==> config.mk <==
export PLATFORM = sky130hd
export DESIGN_NAME = art_cell
export DESIGN_NICKNAME = d
export VERILOG_FILES = /design/src/hdl/art_pkg.sv /design/src/hdl/art_cell.sv
export SDC_FILE = /design/constraint.sdc
export NUM_CORES = 1
export LEC_CHECK = 0
export ABC_AREA = 1
export BUFFER_PORTS_ARGS = -buffer_cell sky130_fd_sc_hd__buf_2
export CAP_MARGIN = 10
export CORE_AREA = 2 2 303 305
export CTS_CLUSTER_DIAMETER = 40
export DETAILED_ROUTE_END_ITERATION = 8
export DIE_AREA = 0 0 305 307
export PLACE_DENSITY = 0.54
export SETUP_SLACK_MARGIN = 0.15
export SLEW_MARGIN = 5
export SYNTH_ARGS = -nofsm -noshare
export SYNTH_HDL_FRONTEND = slang
export SYNTH_SLANG_ARGS = --single-unit
==> constraint.sdc <==
create_clock -name clk -period 5.6 [get_ports clk]
set_input_delay 0.28 -clock clk [delete_from_list [all_inputs] [get_ports clk]]
set_output_delay 0.28 -clock clk [all_outputs]
set_load 0.02 [all_outputs]
==> src/hdl/art_pkg.sv <==
// ----------------------------------------------------------------------------
// Ack range tracker package
// Shared widths, codes and structures of the received range table.
// ----------------------------------------------------------------------------
package art_pkg;

    localparam int RANGE_ENTRIES = 64;
    localparam int CNT_W         = $clog2(RANGE_ENTRIES + 1);
    localparam int PN_W          = 62;
    localparam int TIME_W        = 63;
    localparam int DELAY_W       = 32;
    localparam int HELD_W        = 7;
    localparam int IN_W          = 192;
    localparam int OUT_W         = 80;

    localparam logic [PN_W-1:0] PN_MAX = '1;

    typedef enum logic [1:0] {
        CMD_RECORD,
        CMD_QUERY,
        CMD_ACK,
        CMD_NOP
    } cmd_t;

    typedef enum logic [2:0] {
        OP_HOLD,
        OP_INSERT,
        OP_EXT_START,
        OP_MERGE,
        OP_EXT_END,
        OP_ACK,
        OP_REMOVE_GE,
        OP_RETIRE
    } cell_op_t;

    typedef enum logic [3:0] {
        ST_IDLE,
        ST_REC_CHECK,
        ST_REC_START,
        ST_REC_MERGE,
        ST_REC_END,
        ST_HORIZON,
        ST_QUERY,
        ST_ACK_EVAL,
        ST_ACK_DEL,
        ST_RESP
    } state_t;

    typedef struct packed {
        logic              vld;
        logic              ack;
        logic [PN_W-1:0]   st;
        logic [PN_W-1:0]   en;
        logic [TIME_W-1:0] stp;
    } entry_t;

    typedef struct packed {
        cell_op_t          op;
        logic              mark_en;
        logic [PN_W-1:0]   lo;
        logic [PN_W-1:0]   hi;
        logic [TIME_W-1:0] now;
    } ctl_t;

    typedef struct packed {
        logic ge_lo;
        logic touch;
        logic gt;
        logic second;
        logic hit;
        logic match;
        logic del_cand;
        logic fst_lo;
        logic fst_hi;
    } cflags_t;

    typedef struct packed {
        logic any_touch;
        logic any_second;
        logic any_hit;
        logic any_match;
        logic any_del;
        logic any_fst_lo;
        logic any_fst_hi;
    } status_t;

endpackage

==> src/hdl/art_cell.sv <==
// ----------------------------------------------------------------------------
// Ack range tracker cell
// Holds one range of the sorted table and moves it to or from its neighbours.
// ----------------------------------------------------------------------------
module art_cell
    import art_pkg::*;
(
    input  logic    clk,
    input  logic    rst_n,
    input  ctl_t    ctl,
    input  entry_t  left_e,
    input  cflags_t left_f,
    input  entry_t  right_e,
    output entry_t  ent,
    output cflags_t flg
);

    entry_t entry_reg;
    entry_t entry_next;
    logic [PN_W:0] en_inc;
    logic [PN_W:0] hi_inc;
    logic          first;
    logic          last;

    always_comb
    begin
        en_inc     = {1'b0, entry_reg.en} + 1'b1;
        hi_inc     = {1'b0, ctl.hi} + 1'b1;
        flg.ge_lo  = entry_reg.vld && (en_inc >= {1'b0, ctl.lo});
        flg.touch  = flg.ge_lo && ({1'b0, entry_reg.st} <= hi_inc);
        first      = flg.touch && !left_f.touch;
        last       = !right_e.vld;
        flg.gt     = !entry_reg.vld || (entry_reg.st > ctl.lo);
        flg.second = flg.touch && left_f.touch;
        flg.hit    = entry_reg.vld && (entry_reg.st <= ctl.lo) && (ctl.lo <= entry_reg.en);
        flg.match  = entry_reg.vld && (entry_reg.st == ctl.lo);
        flg.del_cand = flg.match && !last && (entry_reg.en == ctl.hi);
        flg.fst_lo = first && (ctl.lo < entry_reg.st);
        flg.fst_hi = first && (entry_reg.en < ctl.hi);
    end

    always_comb
    begin
        entry_next = entry_reg;
        case (ctl.op)
            OP_INSERT:
            begin
                if (flg.gt)
                begin
                    if (left_f.gt)
                    begin
                        entry_next = left_e;
                    end
                    else
                    begin
                        entry_next.vld = 1'b1;
                        entry_next.ack = 1'b0;
                        entry_next.st  = ctl.lo;
                        entry_next.en  = ctl.hi;
                        entry_next.stp = ctl.now;
                    end
                end
            end
            OP_EXT_START:
            begin
                if (flg.fst_lo)
                begin
                    entry_next.st  = ctl.lo;
                    entry_next.stp = ctl.now;
                    entry_next.ack = 1'b0;
                end
            end
            OP_MERGE:
            begin
                if (left_f.ge_lo)
                begin
                    entry_next = right_e;
                end
                else if (first)
                begin
                    entry_next.en  = right_e.en;
                    entry_next.ack = 1'b0;
                    if (right_e.stp > entry_reg.stp)
                    begin
                        entry_next.stp = right_e.stp;
                    end
                end
            end
            OP_EXT_END:
            begin
                if (flg.fst_hi)
                begin
                    entry_next.en  = ctl.hi;
                    entry_next.stp = ctl.now;
                    entry_next.ack = 1'b0;
                end
            end
            OP_ACK:
            begin
                if (flg.match)
                begin
                    if (last)
                    begin
                        if (ctl.hi < entry_reg.en)
                        begin
                            if (ctl.hi >= ctl.lo)
                            begin
                                entry_next.st = hi_inc[PN_W-1:0];
                            end
                        end
                        else
                        begin
                            entry_next.st = entry_reg.en;
                        end
                    end
                    else if ((entry_reg.en == ctl.hi) && ctl.mark_en)
                    begin
                        entry_next.ack = 1'b1;
                    end
                end
            end
            OP_REMOVE_GE:
            begin
                if (entry_reg.vld && (entry_reg.st >= ctl.lo))
                begin
                    entry_next = right_e;
                end
            end
            OP_RETIRE:
            begin
                entry_next = right_e;
            end
            default:
            begin
                entry_next = entry_reg;
            end
        endcase
    end

    always_ff @(posedge clk or negedge rst_n)
    begin
        if (!rst_n)
        begin
            entry_reg <= '0;
        end
        else
        begin
            entry_reg <= entry_next;
        end
    end

    assign ent = entry_reg;

endmodule

### Word-level counts from Yosys, hierarchy flattened

Index checks and enable logic that the tools add are counted.

| storage, ports and cells | value |
|---|---|
| logic and storage cells | 90 |
| register bits | 189 |

| cells by class | value |
|---|---|
| reduce and logical (&&, ||, !) cells | 26 |
| muxes and demuxes | 25 |
| equal/unequal tests | 21 |
| add/subtract/negate cells | 2 |
| order comparisons | 11 |

Operators by type and width:

| kind | count |
|---|---|
| two-way mux 189 bit | 3 |
| one-hot mux 63 bit (6 select lines) | 1 |
| two-way mux 125 bit | 3 |
| one-hot mux 62 bit (6 select lines) | 1 |
| one-hot mux 62 bit (5 select lines) | 1 |
| two-way mux 63 bit | 4 |
| two-way mux 62 bit | 4 |
| < comparator 62 bit | 3 |
| adder 62 x 1 -> 63 bit (second input constant) | 2 |
| == test 62 bit | 2 |
| >= comparator 62 bit | 2 |
| less-or-equal comparator 62 bit | 2 |
| >= comparator 63 x 62 -> 1 bit | 1 |
| > comparator 63 bit | 1 |
| less-or-equal comparator 62 x 63 -> 1 bit | 1 |
| > comparator 62 bit | 1 |
| inequality test 2 bit (second input constant) | 9 |
| logical AND 1 bit | 13 |
| == test 3 bit (second input constant) | 4 |
| nonzero test 6 bit | 2 |
| inequality test 3 bit (second input constant) | 3 |
| AND reduction 9 bit | 1 |
| AND reduction 8 bit | 1 |
| one-hot mux 1 bit (7 select lines) | 1 |
| 12 further kinds | 19 |

### Depth between registers and ports, before layout

Gate-level depths: netlist of the first run.

| logic depth | value |
|---|---|
| depth in word-level cells | 8 |
| depth in mapped cells | 33 |
| mapped depth without buffers | 32 |

### Worst setup path before layout of the first run

Ideal clock, no wire load.

| path | value |
|---|---|
| path kind | register to register |
| from | register entry_reg (netlist bit ent[65]) |
| to | register entry_reg (netlist bit ent[102]) |
| data arrival time | 4362 ps |
| setup time | 118 ps |
| data required time | 5482 ps |
| buffers on the path | 2 |
| cell stages (with the launch flop) | 32 |
| setup slack | 1120 ps |
| cell sequence | dfrtp_1 > inv_1 > nor3_2 > nand2_1 > nor3_2 > nand2_1 > nor2_2 > inv_1 > nor2_1 > inv_1 > nor2_1 > nand4_1 > nor2_1 > nand2_1 > xor2_1 > ha_1 > nand2_1 > nor2_1 > and2_1 > nand2_1 > nor2_1 > nand2_1 > nand3_1 > a21oi_1 > a21oi_4 > nand4_2 > o21ai_1 > nand2_1 > buf_2 > buf_6 > nand2_1 > nand2_1 |

RTL lines:

| what | line | text |
|---|---|---|
| start, declared | art_cell.sv:18 | `entry_t entry_reg;` |
| start signal, assigned | art_cell.sv:148 | `entry_reg <= entry_next;` |

==> key figures, run 1 <==
Clocking
  • Clock latency on the worst-skew pair: 0.56 ns
  • Longest Clk Path Bufs: 2
  • Clk slew on worst S/H paths: 0.08 ns
  • # clock sinks: roughly 190
  • Inserted Clock Buffers: 17
  • CTS tree: built
  • Root Driver: clkbuf_16
  • H-tree levels: 4

Floorplan
  • Core box area: 90700 µm²
  • DIE AREA: 93600 µm²
  • Initial Utilization: 29.5%
  • Ports: 778
  • Die Wd: around 310 µm
  • DIE HEIGHT: 307 µm
  • Num rows: between 100 and 150

Logic synthesis
  • Post-synth cell types: between 40 and 50
  • Yosys top cell area share: between 20 and 25%
  • Synthesized area: 26800 µm²
  • Area contributors post-synth: ha_1, nand2_1, dfrtp_1
  • Yosys warns: 0
  • Cells after Synth: 4258
  • Synth Register Bits: 189
  • Mapped Nets: about 5.3k
  • Primary FF master, synth: dfrtp_1
  • Post-synth EDFFs: 0
  • Syn_area_per_cell: 6.29 µm²
  • Cell taking the most area after synthesis: ha_1
  • Asr flop ratio synth: 100%
  • Sequential element share of the synthesized area: 17.7%

Critical path
  • Slowest cell on the critical path: dfrtp_2
  • Crit path cell chain: ha_4 -> nand3_1 -> buf_4 -> nor3_1 -> nand2_1 -> inv_1 -> nand4_1 -> xor2_1 -> inv_1 -> ha_1 -> nand2_1 -> nor2_1 -> nand4_1 -> nor3_1 -> nand2_1 -> nand2_1 -> nand2_1 -> nand2_1 -> nand2_1 -> a21oi_4 -> nand4_4 -> buf_6 -> inv_4 -> buf_6
  • Slowest stage delay, CP: 0.50 ns
  • Critical path arrival: 5.06 ns
  • Worst path required time: 5.32 ns
  • CP endpoint kind: primary output
  • Cell mode on critical path: nand2_1
  • CP max FO: 4
  • Startpoint Class: flop
  • Setup CP Type: flop to primary output
  • Reg2reg path depth: 27

GRT
  • GR Overflow Total: 0
  • GRT Total Usage: about 33%
  • Largest net degree at the start of global routing: 120
  • Antenna violations before repair: 39
  • First-pass GRT wire length: about 220000 µm
  • Vias in the first global route: between 30k and 40k

Flow run
  • Max Cap Violations: 0

STA
  • Max-Slew Margin vs Limit: between 10% and 20%
  • Setup TNS: 0 ns
  • Crit share post-route: between 90% and 100%
  • Final setup viols: 0
  • Peak Freq: 187 MHz
  • Worst Clk Skew: 0.0441 ns
  • Setup slack after layout: 0.264 ns
  • RSZ-0062 raised after global routing: yes
  • Slew @ Worst Pin: around 1.2 ns
  • Fin. Hold Viols: 0
  • Max Slew Vio Count: 0
  • Crit path time final: between 5 and 6 ns

Pwr
  • Max VDD drop: 277 µV
  • Power consumption: 8.98 mW
  • Leakage power: 18.0 nW
  • P per Cell Area: ~270 nW/µm²

Placed design
  • Placed Area: 32500 µm²
  • Dpl hpwl: 131000 µm
  • I/O Buffers: 771
  • Dpl cells: around 6.2k
  • Final GP Congestion: 1.03
  • Pre-CTS setup slack: 0.0295 ns

Drt
  • ANT nets after route: 0
  • Post-DR vias/cell: about 5.3
  • WL/cell: 25.2 µm
  • Detailed Route Iter0 Violations: between 2k and 3k
  • Final WL: between 150000 and 200000 µm
  • First-pass iteration count of the detailed router: 6
  • DRC violation count after routing: 0
  • Vias: 33.2k

Worst hold path
  • Hold Crit Class: primary input to flop
  • Hold depth: 3

Layout
  • Area Growth Syn to Fin: 25.2%
  • Non-Filler Cell Area, Final: 33500 µm²
  • Layout cells sized above 1: approximately a fifth
  • Layout net count: 6034
  • Max reg flops: 189
  • Non-Filler Instances: just over 6k
  • Fillcell total: 10.2k

Status
  • Outcome: complete, no violations
==> synthesized netlist by cell type (7+ instances only) <==
cell / number
dfrtp_1: 189
o21ai_1: 52
clkbuf_1: 111
a221oi_1: 16
nand4_1: 94
o211ai_1: 13
ha_1: 437
buf_2: 23
nor3_1: 80
a21oi_1: 306
xor2_1: 112
nand2_1: 1428
nand2_2: 8
nand3_1: 336
nor2_2: 7
buf_6: 9
o21ai_0: 223
nor4_1: 34
a22oi_1: 71
nor2_1: 218
inv_1: 415
==> layout make-up <==
class	instances	area [µm²]	area share, %
diodes	16	40.0	0.119
inverters	425	1600	4.79
clock buffers	19	443	1.32
multi-input cells	3489	20000	59.7
well taps	1186	1480	4.43
clock inverters	13	150	0.448
flip-flops and latches	189	4730	14.1
repair buffers	895	5050	15.1
==> cells in the final DEF, fill, tap and decap left out, types with 15 or more instances in the layout <==
| cell type | synthesis | layout |
|---|---|---|
| nand2_1 | 1428 | 1421 |
| buf_2 | 23 | 766 |
| ha_1 | 437 | 435 |
| inv_1 | 415 | 411 |
| nand3_1 | 336 | 332 |
| a21oi_1 | 306 | 305 |
| o21ai_0 | 223 | 223 |
| nor2_1 | 218 | 202 |
| dfrtp_1 | 189 | 188 |
| xor2_1 | 112 | 112 |
| buf_4 | 6 | 99 |
| nand4_1 | 94 | 94 |
| nor3_1 | 80 | 75 |
| a22oi_1 | 71 | 71 |
| o21ai_1 | 52 | 50 |
| nor4_1 | 34 | 33 |
| clkbuf_16 | 0 | 17 |
| diode_2 | 0 | 16 |
| a221oi_1 | 16 | 16 |
| buf_12 | 0 | 16 |
| nor2_2 | 7 | 15 |
==> power by group <==
part / switching, mW / leakage (nW) / internal, mW / total (mW)
sequential: 0.552 / 2.36 / 1.72 / 2.27
combinational: 3.55 / 15.3 / 1.75 / 5.30
clock: 0.730 / 0.285 / 0.680 / 1.41
total: 4.83 / 18.0 / 4.15 / 8.98
==> final timing paths <==
path / from / end / slack (ns)
setup / recovery: ent[64] / flg[0] / 0.26
hold / removal: right_e[118] / ent[118] / 0.05
setup reg to reg: ent[64] / ent[89] / 0.33
hold reg to reg: ent[187] / ent[187] / 0.50
max in group asynchronous: rst_n / ent[17] / 4.03
min in group asynchronous: rst_n / ent[82] / 0.29
==> cells by family (layout without fill, tap and decap cells) <==
kind of cell,count (synthesis),in the layout,synth area share (%)
DFF,189,189,17.7
buffers and inverters,580,1352,8.58
xor gates and xnor gates,113,113,3.70
adders and majority gates,437,437,20.4
AOI/OAI and AO/OA,706,706,14.5
other,0,16,0
and+or+nand+nor,2233,2233,35.1
==> worst max-delay path: cells and delay by family, from the launching register on <==
family                     cells  cell delay [ns]
AOI/OAI and AO/OA              1             0.27
xor gates and xnor gates       1             0.25
adders and majority gates      2             0.46
buffers and inverters          6             0.77
DFF                            1             0.50
and+or+nand+nor               14             2.24
==> through the flow <==
step / hold WS [ns] / utilization (%)
6_report: 0.0478 / 37.0
5_1_grt: 0.0374 / 36.9
4_1_cts: 0.00413 / 36.6
3_5_place_dp: 0.331 / 35.8
3_3_place_gp: 0.320 / 35.8
2_1_floorplan: -0.0156 / -
==> layer usage <==
layer / routed length [µm] / global-route usage [%] / vias up
li1: - / - / 15800
met1: 63200 / 39.6 / 15700
met2: 74700 / 56.2 / 1418
met3: 11600 / 6.35 / 293
met4: 7100 / 14.1 / 26
met5: 149 / 0 / -
==> what timing repair did <==
item / 4_1_cts / 5_1_grt
pin swaps: 10 / 24
endpoints found under the hold margin: 76 / 0
endpoints found under the setup margin: 126 / 131
hold buffers: 7 / 0
buffers inserted: 5 / 11
gates cloned: 0 / 0
resized for setup: 21 / 36
Note: power is estimated with default switching activity, not from simulation.
==> run 2, diff against run 1 <==
clock period = 6.2 ns   (was 5.6 ns; I/O delays follow)
==> key figures, run 2 (synthesis gave the netlist of run 1 again) <==
Floorplan
  • Ports: 778 (unchanged)
  • DIE AREA: 93600 µm² (unchanged)
  • Die Wd: 305 µm (unchanged)
  • DIE HEIGHT: 307 µm (unchanged)
  • Num rows: 111 (unchanged)
  • Initial Utilization: 29.5% (unchanged)
  • Core box area: 90700 µm² (unchanged)

Pwr
  • Max VDD drop: 269 µV (-2.8%)
  • P per Cell Area: 244 nW/µm² (-9.0%)
  • Leakage power: 17.7 nW (-1.5%)

Critical path
  • Worst R2R End: ent[87]
  • Reg-to-reg startpoint: ent[64]
  • Worst setup path start: ent[64]
  • CP max FO: 5 (+1)
  • Reg2reg path depth: 30 (+11%)
  • Critical path arrival: 5.39 ns (+0.33 ns)
  • Worst path required time: 5.89 ns (+0.57 ns)
  • Setup CP Type: flop to primary output
  • CP endpoint kind: primary output
  • R2R Setup Slk: 0.81 ns (+0.48 ns)
  • CP endpoint: flg[1]
  • Startpoint Class: flop

GRT
  • First-pass GRT wire length: 221000 µm (-0.97%)
  • Antenna violations before repair: 39 (unchanged)
  • Largest net degree at the start of global routing: 115 (-4.2%)
  • GR Overflow Total: 0 (unchanged)
  • GRT Total Usage: 32.4% (-0.27 points)
  • Vias in the first global route: 31.5k (-1.9%)

Layout
  • Commonest non-fill, non-tap cell in the layout: nand2_1
  • Multi-input gate area: 19900 µm² (-0.71%)
  • Fillcell total: 10.3k (+0.37%)
  • Most frequent cells in the layout: nand2_1, buf_2, ha_1
  • Max reg flops: 189 (unchanged)
  • Layout net count: 5985 (-0.81%)
  • Area Growth Syn to Fin: 23.0%
  • Reg area: 4730 µm² (about the same)
  • Layout cells sized above 1: 18.8% (-1.1 points)

Drt
  • Vias: 33.1k (-0.53%)
  • First-pass iteration count of the detailed router: 6 (unchanged)
  • Detailed Route Iter0 Violations: 2986 (+3.4%)
  • ANT nets after route: 0 (unchanged)
  • Final WL: 156000 µm (-0.24%)
  • DRC violation count after routing: 0 (unchanged)
  • Post-DR vias/cell: 5.35 (+0.26%)
  • WL/cell: 25.3 µm (+0.55%)

Clocking
  • # clock sinks: 189 (unchanged)
  • Clk slew on worst S/H paths: 0.09 ns (about the same)
  • Clock latency on the worst-skew pair: 0.56 ns (about the same)
  • CTS tree: built
  • Root Driver: clkbuf_16
  • Longest Clk Path Bufs: 2 (unchanged)
  • H-tree levels: 4 (unchanged)
  • Inserted Clock Buffers: 17 (unchanged)

Worst hold path
  • Worst hold path startpoint: right_e[90]
  • Hold Crit Class: primary input to flop

Flow run
  • Max Cap Violations: 0 (unchanged)

STA
  • Peak Freq: 175 MHz
  • Crit path time final: approximately 5.7 ns
  • Setup TNS: 0 ns (unchanged)
  • Crit share post-route: 91.9%
  • Max-Slew Margin vs Limit: 20.6% (+2.7 points)
  • WHS: 0.0593 ns (+0.0115 ns)
  • Fin. Hold Viols: 0 (unchanged)
  • Worst Clk Skew: 0.0421 ns (-0.00202 ns)
  • Slew @ Worst Pin: 1.19 ns (-0.0408 ns)
  • Final setup viols: 0 (unchanged)
  • RSZ-0062 raised after global routing: no
  • Max Slew Vio Count: 0 (unchanged)

Placed design
  • I/O Buffers: 771 (unchanged)
  • Final GP Congestion: 1.05 (+1.8%)
  • Dpl hpwl: 130000 µm (-0.85%)

Status
  • Outcome: complete, no violations
==> run 2: worst min path at each step <==
| stage | to | cells past startpoint | slack (ns) |
|---|---|---|---|
| 5_1_grt | ent[115] | 3 | 0.05 |
| 4_1_cts | ent[64] | 3 | 0.002 |
| 3_5_place_dp | ent[153] | 1 | 0.38 |
| 2_1_floorplan | ent[0] | 0 | 0.01 |
| 6_report | ent[90] | 3 | 0.06 |
| 3_3_place_gp | ent[147] | 1 | 0.37 |
==> run 2: layout make-up <==
class | instances | area share [%]
Tap cell | 1186 | 4.51
Clock buffer | 21 | 1.37
Multi-Input combinational cell | 3489 | 60.3
Timing Repair Buffer | 846 | 14.0
Inverter | 425 | 4.86
Sequential cell | 189 | 14.4
Antenna cell | 16 | 0.122
Clock inverter | 11 | 0.391
==> run 2: through the flow <==
| step | utilization, % | cells | instance area [µm²] | total power, mW | worst slack [ns] |
|---|---|---|---|---|---|
| 6_report | 36.3 | 6183 | 32900 | 8.02 | 0.500 |
| 5_1_grt | 36.3 | 6177 | 32900 | 8.63 | 0.164 |
| 4_1_cts | 36.2 | 6164 | 32800 | 8.02 | 0.161 |
| 3_5_place_dp | 35.5 | 6130 | 32200 | 6.71 | 0.422 |
| 3_3_place_gp | 35.5 | 6130 | 32200 | 6.66 | 0.558 |
| 2_1_floorplan | - | 4258 | 26800 | 4.68 | 1.72 |
==> run 2: routing by layer <==
layer  share of wire, %  track usage (%)  vias to the layer above
met1                 40             39.3                    15600
met3                7.5             6.33                      306
li1                   -                -                    15700
met5              0.096                0                        -
met4                4.6             14.3                       24
met2                 47             55.4                     1394
==> run 2: where the power goes <==
group | internal (mW) | leakage, nW | switching, mW
Sequential | 1.55 | 2.36 | 0.502
Combinational | 1.55 | 15.0 | 3.16
Clock | 0.610 | 0.279 | 0.650
Total | 3.71 | 17.7 | 4.32
==> run 2: critical path, cell delays in order (launching register included) <==
cell     delay (ns)
dfrtp_2        0.47
inv_1          0.14
nor3_2         0.23
nand2_1        0.13
nor3_2         0.20
nand2_1        0.15
nor2_2         0.17
inv_1          0.11
nor3_2         0.27
nand4_1        0.23
nor3_1         0.23
xor2_1         0.17
inv_1          0.06
ha_1           0.27
nand2_1        0.05
nor2_1         0.15
nand4_1        0.27
nor3_1         0.21
nand2_1        0.09
nand2_1        0.13
nand2_1        0.07
nand2_1        0.06
nand2_1        0.08
a21oi_4        0.25
nand4_2        0.18
buf_4          0.19
inv_1          0.10
buf_2          0.18
==> run 2: timing repair <==
action / 4_1_cts / 5_1_grt
endpoints found under the setup margin: 3 / 118
pin swaps: 1 / 1
gates resized for setup: 2 / 17
endpoints found under the hold margin: 75 / 0
hold buffers: 1 / 0
setup buffers: 1 / 3
