**src/hdl/art_pkg.sv**
```systemverilog
// ----------------------------------------------------------------------------
// Ack range tracker package
// Shared widths, codes and structures of the received range table.
// ----------------------------------------------------------------------------
package art_pkg;

    localparam int RANGE_ENTRIES = 64;
    localparam int CNT_W         = $clog2(RANGE_ENTRIES + 1);
    localparam int PN_W          = 62;
    localparam int TIME_W        = 63;
    localparam int DELAY_W       = 32;
    localparam int HELD_W        = 7;
    localparam int IN_W          = 192;
    localparam int OUT_W         = 80;

    localparam logic [PN_W-1:0] PN_MAX = '1;

    typedef enum logic [1:0] {
        CMD_RECORD,
        CMD_QUERY,
        CMD_ACK,
        CMD_NOP
    } cmd_t;

    typedef enum logic [2:0] {
        OP_HOLD,
        OP_INSERT,
        OP_EXT_START,
        OP_MERGE,
        OP_EXT_END,
        OP_ACK,
        OP_REMOVE_GE,
        OP_RETIRE
    } cell_op_t;

    typedef enum logic [3:0] {
        ST_IDLE,
        ST_REC_CHECK,
        ST_REC_START,
        ST_REC_MERGE,
        ST_REC_END,
        ST_HORIZON,
        ST_QUERY,
        ST_ACK_EVAL,
        ST_ACK_DEL,
        ST_RESP
    } state_t;

    typedef struct packed {
        logic              vld;
        logic              ack;
        logic [PN_W-1:0]   st;
        logic [PN_W-1:0]   en;
        logic [TIME_W-1:0] stp;
    } entry_t;

    typedef struct packed {
        cell_op_t          op;
        logic              mark_en;
        logic [PN_W-1:0]   lo;
        logic [PN_W-1:0]   hi;
        logic [TIME_W-1:0] now;
    } ctl_t;

    typedef struct packed {
        logic ge_lo;
        logic touch;
        logic gt;
        logic second;
        logic hit;
        logic match;
        logic del_cand;
        logic fst_lo;
        logic fst_hi;
    } cflags_t;

    typedef struct packed {
        logic any_touch;
        logic any_second;
        logic any_hit;
        logic any_match;
        logic any_del;
        logic any_fst_lo;
        logic any_fst_hi;
    } status_t;

endpackage

```
**src/hdl/art_ctrl.sv**
```systemverilog
// ----------------------------------------------------------------------------
// Ack range tracker sequencer
// Steps each request through the cell row and holds count, horizon and result.
// ----------------------------------------------------------------------------
module art_ctrl
    import art_pkg::*;
(
    input  logic                clk,
    input  logic                rst_n,
    input  logic                s_tvalid,
    output logic                s_tready,
    input  logic [IN_W-1:0]     s_tdata,
    output logic                m_tvalid,
    input  logic                m_tready,
    output logic [OUT_W-1:0]    m_tdata,
    input  logic                cfg_we,
    input  logic [DELAY_W-1:0]  cfg_wdata,
    input  status_t             stat,
    input  entry_t              head,
    output ctl_t                ctl,
    output logic [CNT_W-1:0]    occ
);

    state_t            state_reg, state_next;
    logic [PN_W-1:0]   lo_reg, lo_next, hi_reg, hi_next;
    logic [TIME_W-1:0] now_reg, now_next;
    logic [CNT_W-1:0]  occ_reg, occ_next;
    logic [PN_W-1:0]   horizon_reg, horizon_next;
    logic [DELAY_W-1:0] delay_reg;
    logic dup_reg, dup_next, rcv_reg, rcv_next, full_reg, full_next;
    logic match_reg, match_next, chg_reg, chg_next;
    logic              mv_reg, mv_next;
    logic [OUT_W-1:0]  md_reg, md_next;
    logic [TIME_W-1:0] age;
    logic              retire;

    always_comb
    begin
        age    = now_reg - head.stp;
        retire = (delay_reg != '0) && (occ_reg > CNT_W'(1)) && head.ack
                 && (now_reg > head.stp) && (age > {{(TIME_W-DELAY_W){1'b0}}, delay_reg});

        state_next   = state_reg;
        lo_next      = lo_reg;
        hi_next      = hi_reg;
        now_next     = now_reg;
        occ_next     = occ_reg;
        horizon_next = horizon_reg;
        dup_next     = dup_reg;
        rcv_next     = rcv_reg;
        full_next    = full_reg;
        match_next   = match_reg;
        chg_next     = chg_reg;
        mv_next      = mv_reg && !m_tready;
        md_next      = md_reg;
        s_tready     = 1'b0;
        ctl.op       = OP_HOLD;
        ctl.mark_en  = (delay_reg != '0);
        ctl.lo       = lo_reg;
        ctl.hi       = hi_reg;
        ctl.now      = now_reg;

        unique case (state_reg)
            ST_IDLE:
            begin
                s_tready = 1'b1;
                if (s_tvalid)
                begin
                    lo_next    = s_tdata[63:2];
                    hi_next    = s_tdata[125:64];
                    now_next   = s_tdata[188:126];
                    dup_next   = 1'b0;
                    rcv_next   = 1'b0;
                    full_next  = 1'b0;
                    match_next = 1'b0;
                    chg_next   = 1'b0;
                    unique case (cmd_t'(s_tdata[1:0]))
                        CMD_RECORD: state_next = ST_REC_CHECK;
                        CMD_QUERY:  state_next = ST_QUERY;
                        CMD_ACK:    state_next = ST_ACK_EVAL;
                        default:    state_next = ST_RESP;
                    endcase
                end
            end
            ST_REC_CHECK:
            begin
                if (lo_reg > hi_reg)
                begin
                    dup_next   = 1'b1;
                    state_next = ST_HORIZON;
                end
                else if (!stat.any_touch)
                begin
                    if (occ_reg == CNT_W'(RANGE_ENTRIES))
                    begin
                        full_next = 1'b1;
                    end
                    else
                    begin
                        ctl.op   = OP_INSERT;
                        occ_next = occ_reg + 1'b1;
                    end
                    state_next = ST_HORIZON;
                end
                else
                begin
                    state_next = ST_REC_START;
                end
            end
            ST_REC_START:
            begin
                ctl.op     = OP_EXT_START;
                chg_next   = stat.any_fst_lo;
                state_next = ST_REC_MERGE;
            end
            ST_REC_MERGE:
            begin
                if (stat.any_second)
                begin
                    ctl.op   = OP_MERGE;
                    occ_next = occ_reg - 1'b1;
                    chg_next = 1'b1;
                end
                else
                begin
                    state_next = ST_REC_END;
                end
            end
            ST_REC_END:
            begin
                ctl.op     = OP_EXT_END;
                dup_next   = !(chg_reg || stat.any_fst_hi);
                state_next = ST_HORIZON;
            end
            ST_HORIZON:
            begin
                if (retire)
                begin
                    ctl.op       = OP_RETIRE;
                    occ_next     = occ_reg - 1'b1;
                    horizon_next = (head.en == PN_MAX) ? PN_MAX : head.en + 1'b1;
                end
                else
                begin
                    state_next = ST_RESP;
                end
            end
            ST_QUERY:
            begin
                rcv_next   = ((delay_reg != '0) && (lo_reg < horizon_reg)) || stat.any_hit;
                state_next = ST_RESP;
            end
            ST_ACK_EVAL:
            begin
                ctl.op     = OP_ACK;
                match_next = stat.any_match;
                if (stat.any_del && (delay_reg == '0))
                begin
                    state_next = ST_ACK_DEL;
                end
                else
                begin
                    state_next = ST_RESP;
                end
            end
            ST_ACK_DEL:
            begin
                ctl.op     = OP_REMOVE_GE;
                occ_next   = occ_reg - 1'b1;
                state_next = ST_RESP;
            end
            ST_RESP:
            begin
                if (!mv_reg || m_tready)
                begin
                    mv_next    = 1'b1;
                    md_next    = {7'b0, HELD_W'(occ_reg), horizon_reg,
                                  match_reg, full_reg, rcv_reg, dup_reg};
                    state_next = ST_IDLE;
                end
            end
            default:
            begin
                state_next = ST_IDLE;
            end
        endcase
    end

    always_ff @(posedge clk or negedge rst_n)
    begin
        if (!rst_n)
        begin
            state_reg   <= ST_IDLE;
            occ_reg     <= '0;
            horizon_reg <= '0;
            delay_reg   <= '0;
            mv_reg      <= 1'b0;
        end
        else
        begin
            state_reg   <= state_next;
            occ_reg     <= occ_next;
            horizon_reg <= horizon_next;
            mv_reg      <= mv_next;
            if (cfg_we)
            begin
                delay_reg <= cfg_wdata;
            end
        end
    end

    always_ff @(posedge clk)
    begin
        lo_reg    <= lo_next;
        hi_reg    <= hi_next;
        now_reg   <= now_next;
        dup_reg   <= dup_next;
        rcv_reg   <= rcv_next;
        full_reg  <= full_next;
        match_reg <= match_next;
        chg_reg   <= chg_next;
        md_reg    <= md_next;
    end

    assign m_tvalid = mv_reg;
    assign m_tdata  = md_reg;
    assign occ      = occ_reg;

endmodule

```
**config.mk**
```make
export PLATFORM = sky130hd
export DESIGN_NAME = art_ctrl
export DESIGN_NICKNAME = d
export VERILOG_FILES = /design/src/hdl/art_pkg.sv /design/src/hdl/art_ctrl.sv
export SDC_FILE = /design/constraint.sdc
export NUM_CORES = 1
export LEC_CHECK = 0
export ABC_AREA = 1
export BUFFER_PORTS_ARGS = -buffer_cell sky130_fd_sc_hd__buf_2
export CAP_MARGIN = 10
export CORE_AREA = 4 4 273 275
export DETAILED_ROUTE_END_ITERATION = 12
export DIE_AREA = 0 0 277 279
export MAX_ROUTING_LAYER = met4
export PLACE_DENSITY_LB_ADDON = 0.2
export SETUP_SLACK_MARGIN = 0.5
export SLEW_MARGIN = 20
export SYNTH_ARGS = -nofsm -noshare
export SYNTH_HDL_FRONTEND = slang
export SYNTH_SLANG_ARGS = --single-unit
```
**constraint.sdc**
```tcl
create_clock -name clk -period 27.5 [get_ports clk]
set_input_delay 2.75 -clock clk [delete_from_list [all_inputs] [get_ports clk]]
set_output_delay 2.75 -clock clk [all_outputs]
set_load 0.005 [all_outputs]
```
# Yosys cells after proc, flatten, opt, wreduce, memory -nomap -nowiden

Cells that the tools add are included.

Memory bits (read-only): 0
Memories kept: 0
Bits of input ports: 425
Output and inout bits: 280
Bits in latches: 0
Logic and storage cells: 117
Register bits after elaboration: 371
RAM bits: 0

Reduce and logical (&&, ||, !) cells: 34
Muxes and demuxes: 36
$lt $le $gt $ge: 5
Bitwise logic cells: 0
Shifts and indexed selects: 0
Equality and inequality tests: 24
$add $sub $neg: 4
Div/mod/pow operators: 0
$mul: 0

Operators with widths:

| cell                                                                   | number |
|---|---|
| 63-bit by 32-bit > comparator with 1-bit output                        | 1 |
| 63-bit > comparator                                                    | 1 |
| 63-bit subtractor                                                      | 1 |
| 62-bit by 1-bit adder with 62-bit output (second input constant)       | 1 |
| 62-bit equality test (second input constant)                           | 1 |
| 62-bit > comparator                                                    | 1 |
| 62-bit < comparator                                                    | 1 |
| 62-bit 2-to-1 mux                                                      | 1 |
| 4-bit one-hot mux with 9 select lines                                  | 1 |
| 7-bit 2-to-1 mux                                                       | 5 |
| 32-bit zero test                                                       | 1 |
| 32-bit nonzero test                                                    | 1 |
| 7-bit one-hot mux with 4 select lines                                  | 1 |
| 2-bit inequality test (second input constant)                          | 11 |
| 3-bit one-hot mux with 7 select lines                                  | 1 |
| 4-bit by 3-bit equality test with 1-bit output (second input constant) | 4 |
| 4-bit 2-to-1 mux                                                       | 4 |
| 1-bit 2-to-1 mux                                                       | 13 |
| 4-bit one-hot mux with 3 select lines                                  | 1 |
| 2-bit AND reduction                                                    | 5 |
| 3-bit 2-to-1 mux                                                       | 3 |
| 4-bit by 2-bit equality test with 1-bit output (second input constant) | 2 |
| 4-bit equality test (second input constant)                            | 2 |
| 7-bit by 1-bit adder with 7-bit output (second input constant)         | 1 |
| 22 further kinds                                                       | 39 |

# Longest topological paths before layout

Gate-level depths: netlist of run 1.

Depth in word-level cells: 7
Depth in mapped cells: 30
Gate-level depth less buffers: 30

# Worst setup path after synthesis of run 1

Ideal clock, no wire load.

Kind: input -> register
Start: input s_tvalid
End: register hi_reg[0] (enable)
Stages: 2
Setup slack: 16.253 ns
Data arrival time: 10.510 ns
Setup time: 0.737 ns
Buffers on the path: 0
Path through: inv_1 nor2_1

Word-level cells in the longest chain between the ends: 1

Ends and longest elaborated chain:

| what                                 | RTL line        | text |
|---|---|---|
| start, declared                      | art_ctrl.sv:10  | `input logic s_tvalid,` |
| 2-bit AND reduction (no source line) | n/a             |  |
| end signal, assigned                 | art_ctrl.sv:215 | `hi_reg <= hi_next;` |
| end, declared                        | art_ctrl.sv:25  | `logic [PN_W-1:0] lo_reg, lo_next, hi_reg, hi_next;` |

No other way between the ends.
A chain may end at the register's enable or synchronous reset.

==> key figures, run 1 <==
Cells and area
  – Area growth syn-to-layout: 24.0%
  – Layout cells sized above 1: a little over a fifth
  – Final core utilization: between 40% and 50%
  – Max reg flops: 73
  – Fill count: 7602
  – Final #Nets: around 4300

Flow run
  – Max cap viols: 0

Floorplan
  – Die Span Y: approximately 280 µm
  – IO Pins: 705
  – Initial Util: 33.6%
  – Die W: 277 µm
  – Die Area: slightly below 80000 µm²
  – CORE AREA: 72300 µm²
  – # rows: a little under 100

Clocking
  – Post_cts resized: 0
  – TritonCTS Buffers: 46
  – Longest Clk Path Bufs: 3
  – Root Driver: clkbuf_16
  – Clk_lat worst skew: about 600 ps
  – CTS clk-pin slew, worst paths: 60 ps
  – Post-CTS Setup Inserts: 0
  – CTS tree: done
  – Hold_buf cts: 0
  – Sink Count: 371
  – CTS H-tree lvls: 2

Setup path
  – FF-to-FF path depth: 24
  – Slowest CP cell: fa_1
  – Top cell by count, worst path: nand2_1
  – Worst-path maximum fanout: 15
  – Startpoint Class: input pin
  – FF-to-FF Start: now_reg[0]
  – CP endpoint kind: primary output
  – Required @ worst endpoint: 24750 ps
  – Start point of the critical path: head[0]
  – Crit-path max cell delay: 460 ps
  – CP cell instances: buf_2, ha_1, inv_1, fa_1, nand2_1, nand3_1, nand3_1, nand2_1, nand2_1, nand2b_1, xor2_1, ha_1, nand2_1, nor4_1, nand3_1, nor2_1, nand3_1, nor2_1, nand2_1, nor2_1, nand2_1, nand4_4, nand4_1, buf_2
  – Crit path DAT: 6890 ps
  – Worst setup path class: input pin to primary output

Worst hold path
  – Hold depth: 0
  – Min-delay src: dup_reg
  – Min-delay worst type: flop to flop

Drt
  – Pre-Repair DR Iteration Count: 6
  – DRT Wirelength: 87400 µm
  – DRT iter0 DRCs: 1345
  – DRT antenna net count: 0
  – # DRC: 0
  – WL/cell: 18.7 µm
  – Via count: 22000
  – Post-DR vias/cell: ~4.7

Synthesis
  – Mapped Avg Cell Area: 8.07 µm²
  – Post-Synthesis Cells: 3011
  – Synth Register Bits: roughly 370
  – Post-synth top flop: edfxtp_1
  – Top cell type's share of synthesized area: 32.7%
  – Post-synth EDFFs: 265
  – Asr flop ratio synth: 28.6%
  – Mapped Area: 24300 µm²
  – Dominant cell type by area after synthesis: edfxtp_1
  – Synth top area cells: edfxtp_1 (33%), nand2_1 (12%), ha_1 (12%)
  – Warnings, synthesis: 0
  – Seq/Total Area, Yosys: 43.7%
  – Distinct cells, synth: 55

Pwr
  – Peak VDD IR: about 0.064 mV
  – P_leak: 15.2 nW
  – PD cells: 76.8 nW/µm²
  – Overall power: 2.31 mW

Global routing
  – Vias in the first global route: 21500
  – GRT overflow: 0
  – Global-route wire length before repair: 129000 µm
  – Tot GR Track Use: 22.5%
  – Largest net degree at the start of global routing: 119
  – Initial antenna violation count: 14

STA
  – Crit path time final: 9640 ps
  – Clk_skew: 19.2 ps
  – Final TNS setup: 0 ps
  – Fin crit share: roughly a third
  – Fmax: between 100 and 150 MHz
  – Slew at the pin closest to its max-slew limit: 1010 ps
  – Post-layout worst setup margin: about 18000 ps
  – Slew headroom: between 30% and 40%
  – Fin Hold WS: 421 ps
  – Unrepaired setup endpoints after global routing: false
  – Final hold violation count: 0
  – Slew Limit Fails: 0
  – # setup viols final: 0

Placement
  – Number of port buffers: 631
  – Pre-CTS setup slack: 17890 ps
  – RePlAce Congestion: 0.951
  – DP Wirelength: 73500 µm

Run status
  – Status: completed
## cell usage after synthesis, drive strengths merged, types with 31 or more instances
master and count:
nor4 31, edfxtp 265, inv 594, o21ai 152, dfrtp 106, nand3 119
xor2 59, nand2 810, nor3 65, nand4 46, ha 225, a21oi 170
nor2 227
## report_power, final
group,internal [mW],switching [mW]
sequential,0.762,0.101
clock,0.368,0.254
combinational,0.306,0.522
## final timing paths
check,end,slack (ps)
hold reg to reg,m_tdata[0],420
setup / recovery,ctl[190],17860
max in group asynchronous,delay_reg[26],23980
min in group asynchronous,state_reg[0],2170
setup reg to reg,horizon_reg[6],22230
hold / removal,m_tdata[0],420
## layout make-up
cell class | count | area [µm²] | share of cell area (%)
multi-input cells | 2011 | 11300 | 37.4
clock inverters | 25 | 275 | 0.914
inverters | 601 | 2260 | 7.49
clock buffers | 61 | 1280 | 4.24
flip-flops and latches | 371 | 10600 | 35.2
repair buffers | 640 | 3230 | 10.7
diodes | 8 | 20.0 | 0.0664
well taps | 959 | 1200 | 3.98
## routing by layer
metal | vias up | GRT usage [%] | wire [µm]
met2 | 733 | 36.1 | 39700
li1 | 11100 | - | -
met5 | - | - | 0
met3 | 104 | 4.18 | 6100
met1 | 10100 | 29.4 | 39400
met4 | 0 | 5.75 | 2160
## cells in the final DEF, fill, tap and decap left out, types with 5 or more instances in the layout
cell | synthesis | final
o21ai_1 | 57 | 57
nor4_1 | 30 | 29
edfxtp_1 | 265 | 265
xor2_1 | 59 | 59
dfrtp_1 | 106 | 106
nand3_1 | 117 | 117
buf_4 | 10 | 9
o21ai_0 | 95 | 95
inv_2 | 19 | 19
xnor2_1 | 6 | 6
nand3b_1 | 12 | 12
a211oi_1 | 7 | 7
conb_1 | 1 | 7
clkinv_1 | 7 | 15
nor2_1 | 207 | 205
clkbuf_1 | 11 | 9
nor3_2 | 9 | 8
inv_1 | 575 | 575
o211ai_1 | 6 | 6
clkbuf_8 | 0 | 5
buf_2 | 4 | 630
nor2_2 | 20 | 20
o21a_1 | 22 | 22
nor3_1 | 56 | 56
clkbuf_16 | 0 | 47
nand2_1 | 795 | 795
nand2_2 | 15 | 15
ha_1 | 225 | 225
o21bai_1 | 9 | 9
nand4_1 | 44 | 44
a21oi_1 | 169 | 169
clkinv_2 | 0 | 8
diode_2 | 0 | 8
## through the flow
step,instances,cell area [µm²]
final,4676,30100
after global routing,4676,30100
after global placement,4582,28500
after detailed placement,4582,28600
after CTS,4668,30100
after floorplan,3017,24300
## logic make-up after synthesis
logic type | count (synthesis) | share of synthesized area, %
flops | 371 | 43.7
compound gates | 385 | 8.65
xor+xnor | 65 | 2.34
mux | 4 | 0.185
fa+ha+maj | 226 | 11.7
other cells | 1 | 0.0154
simple gates | 1324 | 23.2
buf+inv | 635 | 10.3
## worst max-delay path, delay by kind of cell
kind | cells | cell delay (ps)
buffers and inverters | 3 | 340
xor gates and xnor gates | 1 | 180
and+or+nand+nor | 17 | 2680
adders and majority gates | 3 | 900
No activity file was read; power rests on OpenSTA's default activity.
==> run 2: changes to the inputs <==
--- a/config.mk
+++ b/config.mk
@@ -5,12 +5,12 @@
 export SDC_FILE = /design/constraint.sdc
 export NUM_CORES = 1
 export LEC_CHECK = 0
-export ABC_AREA = 1
+export ABC_AREA = 0
 export BUFFER_PORTS_ARGS = -buffer_cell sky130_fd_sc_hd__buf_2
 export CAP_MARGIN = 10
-export CORE_AREA = 4 4 273 275
+export CORE_AREA = 4 4 276 278
 export DETAILED_ROUTE_END_ITERATION = 12
-export DIE_AREA = 0 0 277 279
+export DIE_AREA = 0 0 280 282
 export MAX_ROUTING_LAYER = met4
 export PLACE_DENSITY_LB_ADDON = 0.2
 export SETUP_SLACK_MARGIN = 0.5
==> constraint.sdc (replaced) <==
create_clock -name clk -period 7.82 [get_ports clk]
set_input_delay 0.782 -clock clk [delete_from_list [all_inputs] [get_ports clk]]
set_output_delay 0.782 -clock clk [all_outputs]
set_load 0.005 [all_outputs]
==> run 2 against run 1 <==
  * Die area is 2.2% higher
  * Cell area is 3.6% lower
  * Total power grew to 3.6 times the previous value
  * Register-to-register slack worse by 21000 ps
  * Clock skew is 10 ps higher
  * Sequential share of layout area is 1.3 points higher
  * Critical endpoint unchanged
  * Largest cell class unchanged
==> key figures, run 2 <==
Run status
  – Status: completed

Synthesis
  – Adder-cell share of the synthesized area: 12.2%
  – Mapped Area: 23200 µm²
  – Synth top area cells: edfxtp_1 (34%), ha_1 (12%), dfrtp_1 (11%)
  – Asr flop ratio synth: 28.6%
  – Warnings, synthesis: 0
  – Top post-synthesis cells by count: edfxtp_1 (265), inv_1 (251), nand2_1 (226), ha_1 (225), a21oi_1 (154)
  – Post-synth top flop: edfxtp_1
  – Xor/xnor share of the synthesized area: ~3.7%
  – Dominant cell type by area after synthesis: edfxtp_1
  – Post-synth EDFFs: 265
  – Distinct cells, synth: 95
  – Synth Register Bits: 371
  – Simple-gate area share of the yosys netlist: roughly 14%
  – Count leader, synth: edfxtp_1
  – Post-Synthesis Cells: ~2300
  – Main combinational cell family by area after synthesis: simple AND/OR/NAND/NOR gates
  – Seq/Total Area, Yosys: around 46%
  – Top cell type's share of synthesized area: 34.2%
  – Synth Area in Compound Gates: roughly 14%
  – Mux cell area share after synthesis: 3.91%
  – Mapped Avg Cell Area: between 10 and 15 µm²

STA
  – Post-layout worst setup margin: 790 ps
  – Slew at the pin closest to its max-slew limit: roughly 910 ps
  – Final TNS setup: 0 ps
  – Unrepaired setup endpoints after global routing: true
  – Slew Limit Fails: 0
  – Fin crit share: 89.9%
  – Final hold violation count: 0
  – Fmax: around 140 MHz
  – Clk_skew: between 20 and 30 ps
  – # setup viols final: 0
  – Slew headroom: between 30% and 40%
  – Crit path time final: 7030 ps

Drt
  – DRT Wirelength: approximately 85000 µm
  – WL/cell: 21.9 µm
  – Via count: 20000
  – # DRC: 0
  – Pre-Repair DR Iteration Count: 5
  – Post-DR vias/cell: 5.12
  – DRT iter0 DRCs: 1100
  – DRT antenna net count: 0

Floorplan
  – Die W: 280 µm
  – # rows: 100
  – Initial Util: 31.4%
  – CORE AREA: around 74000 µm²
  – IO Pins: 705
  – Die Area: 79000 µm²
  – Die Span Y: between 200 and 300 µm

Setup path
  – Crit-path max cell delay: 540 ps
  – Required @ worst endpoint: 7040 ps
  – Slowest CP cell: or4b_1
  – Worst-path maximum fanout: 5
  – Startpoint Class: flop
  – CP endpoint kind: primary output
  – CP cell instances: inv_1, ha_2, inv_1, fa_2, a21oi_4, o211ai_4, a311oi_4, o21ai_0, xor2_1, ha_1, a21oi_1, nor2_1, a2111oi_2, nor2_1, o31a_1, or4b_1, o2111a_1, nor4_1, nand4_1, or4_4, buf_8, a31oi_2, o21bai_1, buf_2
  – WP buf/inv: 4
  – Crit path DAT: approximately 6300 ps
  – Top delay family on crit path: compound AO/OA/AOI/OAI gates
  – Worst setup path class: flop to primary output

Worst hold path
  – Min-delay worst type: input pin to asynchronous set/reset pin

Pwr
  – P_leak: around 13 nW
  – PD cells: 290 nW/µm²
  – Peak VDD IR: 0.203 mV
  – NetSw: 3.12 mW
  – Overall power: 8.42 mW
  – Internal Power: ~5.3 mW
  – Clock power share: 26.3%
  – Flop pwr share: 36.9%
  – Logic pwr share: a little under two fifths
  – Switching Fraction: around 37%

Clocking
  – Sink Count: roughly 370
  – Hold_buf cts: 0
  – Clk_lat worst skew: 600 ps
  – CTS tree: done
  – Longest Clk Path Bufs: 3
  – CTS H-tree lvls: 2
  – CTS clk-pin slew, worst paths: about 60 ps
  – Root Driver: clkbuf_16
  – TritonCTS Buffers: 46

Cells and area
  – Final Instance Count excl. Fillers: around 3900
  – Area growth syn-to-layout: 25.0%
  – Most frequent cells in the layout: buf_2 (630), edfxtp_1 (265), inv_1 (251), nand2_1 (225), ha_1 (221)
  – Area of the multi-input gates: 11300 µm²
  – Max reg flops: 73
  – Fill count: 7424
  – Final core utilization: approximately two fifths
  – Final #Nets: 3541
  – Commonest non-fill, non-tap cell in the layout: buf_2
  – Seq. cell area: ~11000 µm²
  – Layout cells sized above 1: 28.7%

Global routing
  – GRT overflow: 0
  – Initial antenna violation count: 11
  – Tot GR Track Use: 21.2%
  – Vias in the first global route: 20700
  – Global-route wire length before repair: 125000 µm
  – Largest net degree at the start of global routing: 124

Placement
  – DP Wirelength: roughly 70000 µm
  – Placed cells: 3799
  – Pre-CTS setup slack: 217 ps
  – Number of port buffers: 631
  – RePlAce Congestion: ~0.95

Flow run
  – Max cap viols: 0
run 2: timing repair:
action	in CTS	in global routing
gates resized for setup	12	11
endpoints found under the setup margin	3	3
pin swaps	7	12
buffers inserted	3	9
run 2: final timing paths:
path / cells past startpoint / slack [ps] / from / end
max in group asynchronous: 2 / 6250 / rst_n / horizon_reg[4]
min in group clk: 1 / 350 / s_tdata[28] / lo_reg[26]
worst max-delay path: 24 / 790 / now_reg[0] / ctl[190]
worst min-delay path: 1 / 240 / rst_n / state_reg[0]
worst min register to register: 0 / 420 / dup_reg / m_tdata[0]
worst max register to register: 25 / 1440 / now_reg[0] / horizon_reg[15]
run 2: metal layers:
layer | GRT usage, % | up-vias | share of wire (%)
li1 | - | 9475 | -
met1 | 24.9 | 9711 | 41
met2 | 37.6 | 655 | 51
met3 | 3.15 | 130 | 5.0
met4 | 6.78 | 0 | 3.2
met5 | - | - | 0
run 2: worst register-to-register path, cell delays in order, from the launching register on:
cell,delay [ps]
edfxtp_1,390
inv_1,70
ha_2,170
inv_1,50
fa_2,370
a21oi_4,190
o211ai_4,120
a311oi_4,340
o21ai_0,170
xor2_1,280
ha_1,300
a21oi_1,140
nor2_1,60
a2111oi_2,330
nor2_1,90
o31a_1,290
or4b_1,540
o2111a_1,190
nor4_1,300
nand4_1,130
or4_4,530
buf_8,160
nand3_4,100
buf_4,130
buf_12,300
mux2_2,540
run 2: stage by stage:
stage	hold WS, ps	cell area [µm²]
after floorplan	400	23300
after global placement	405	27300
after detailed placement	406	27300
after CTS	207	28900
after global routing	253	29000
final	237	29000
run 2: logic make-up (layout without fill, tap and decap cells):
| kind of cell | after synthesis | after routing |
|---|---|---|
| and+or+nand+nor | 654 | 654 |
| AOI/OAI and AO/OA | 505 | 505 |
| DFF | 371 | 371 |
| buffers and inverters | 333 | 993 |
| adders and majority gates | 226 | 226 |
| xor gates and xnor gates | 99 | 99 |
| muxes | 72 | 72 |
| other | 1 | 15 |
run 2: area by class of cell:
class | instances | area share [%]
clock inverter | 25 | 1.12
inverter | 254 | 3.28
clock buffer | 60 | 4.25
sequential | 371 | 36.5
tap | 969 | 4.17
multi-input combinational | 1563 | 39.0
timing repair buffer | 654 | 11.6
antenna | 8 | 0.0689
run 2: power by group through the flow:
stage                     clock network [mW]  registers (mW)  logic [mW]
after global routing                    2.35            3.16        3.47
after floorplan                            0            3.03        1.99
after CTS                               2.28            3.11        3.10
after global placement                     0            3.14        2.99
after detailed placement                   0            3.15        3.06
final                                   2.21            3.10        3.10
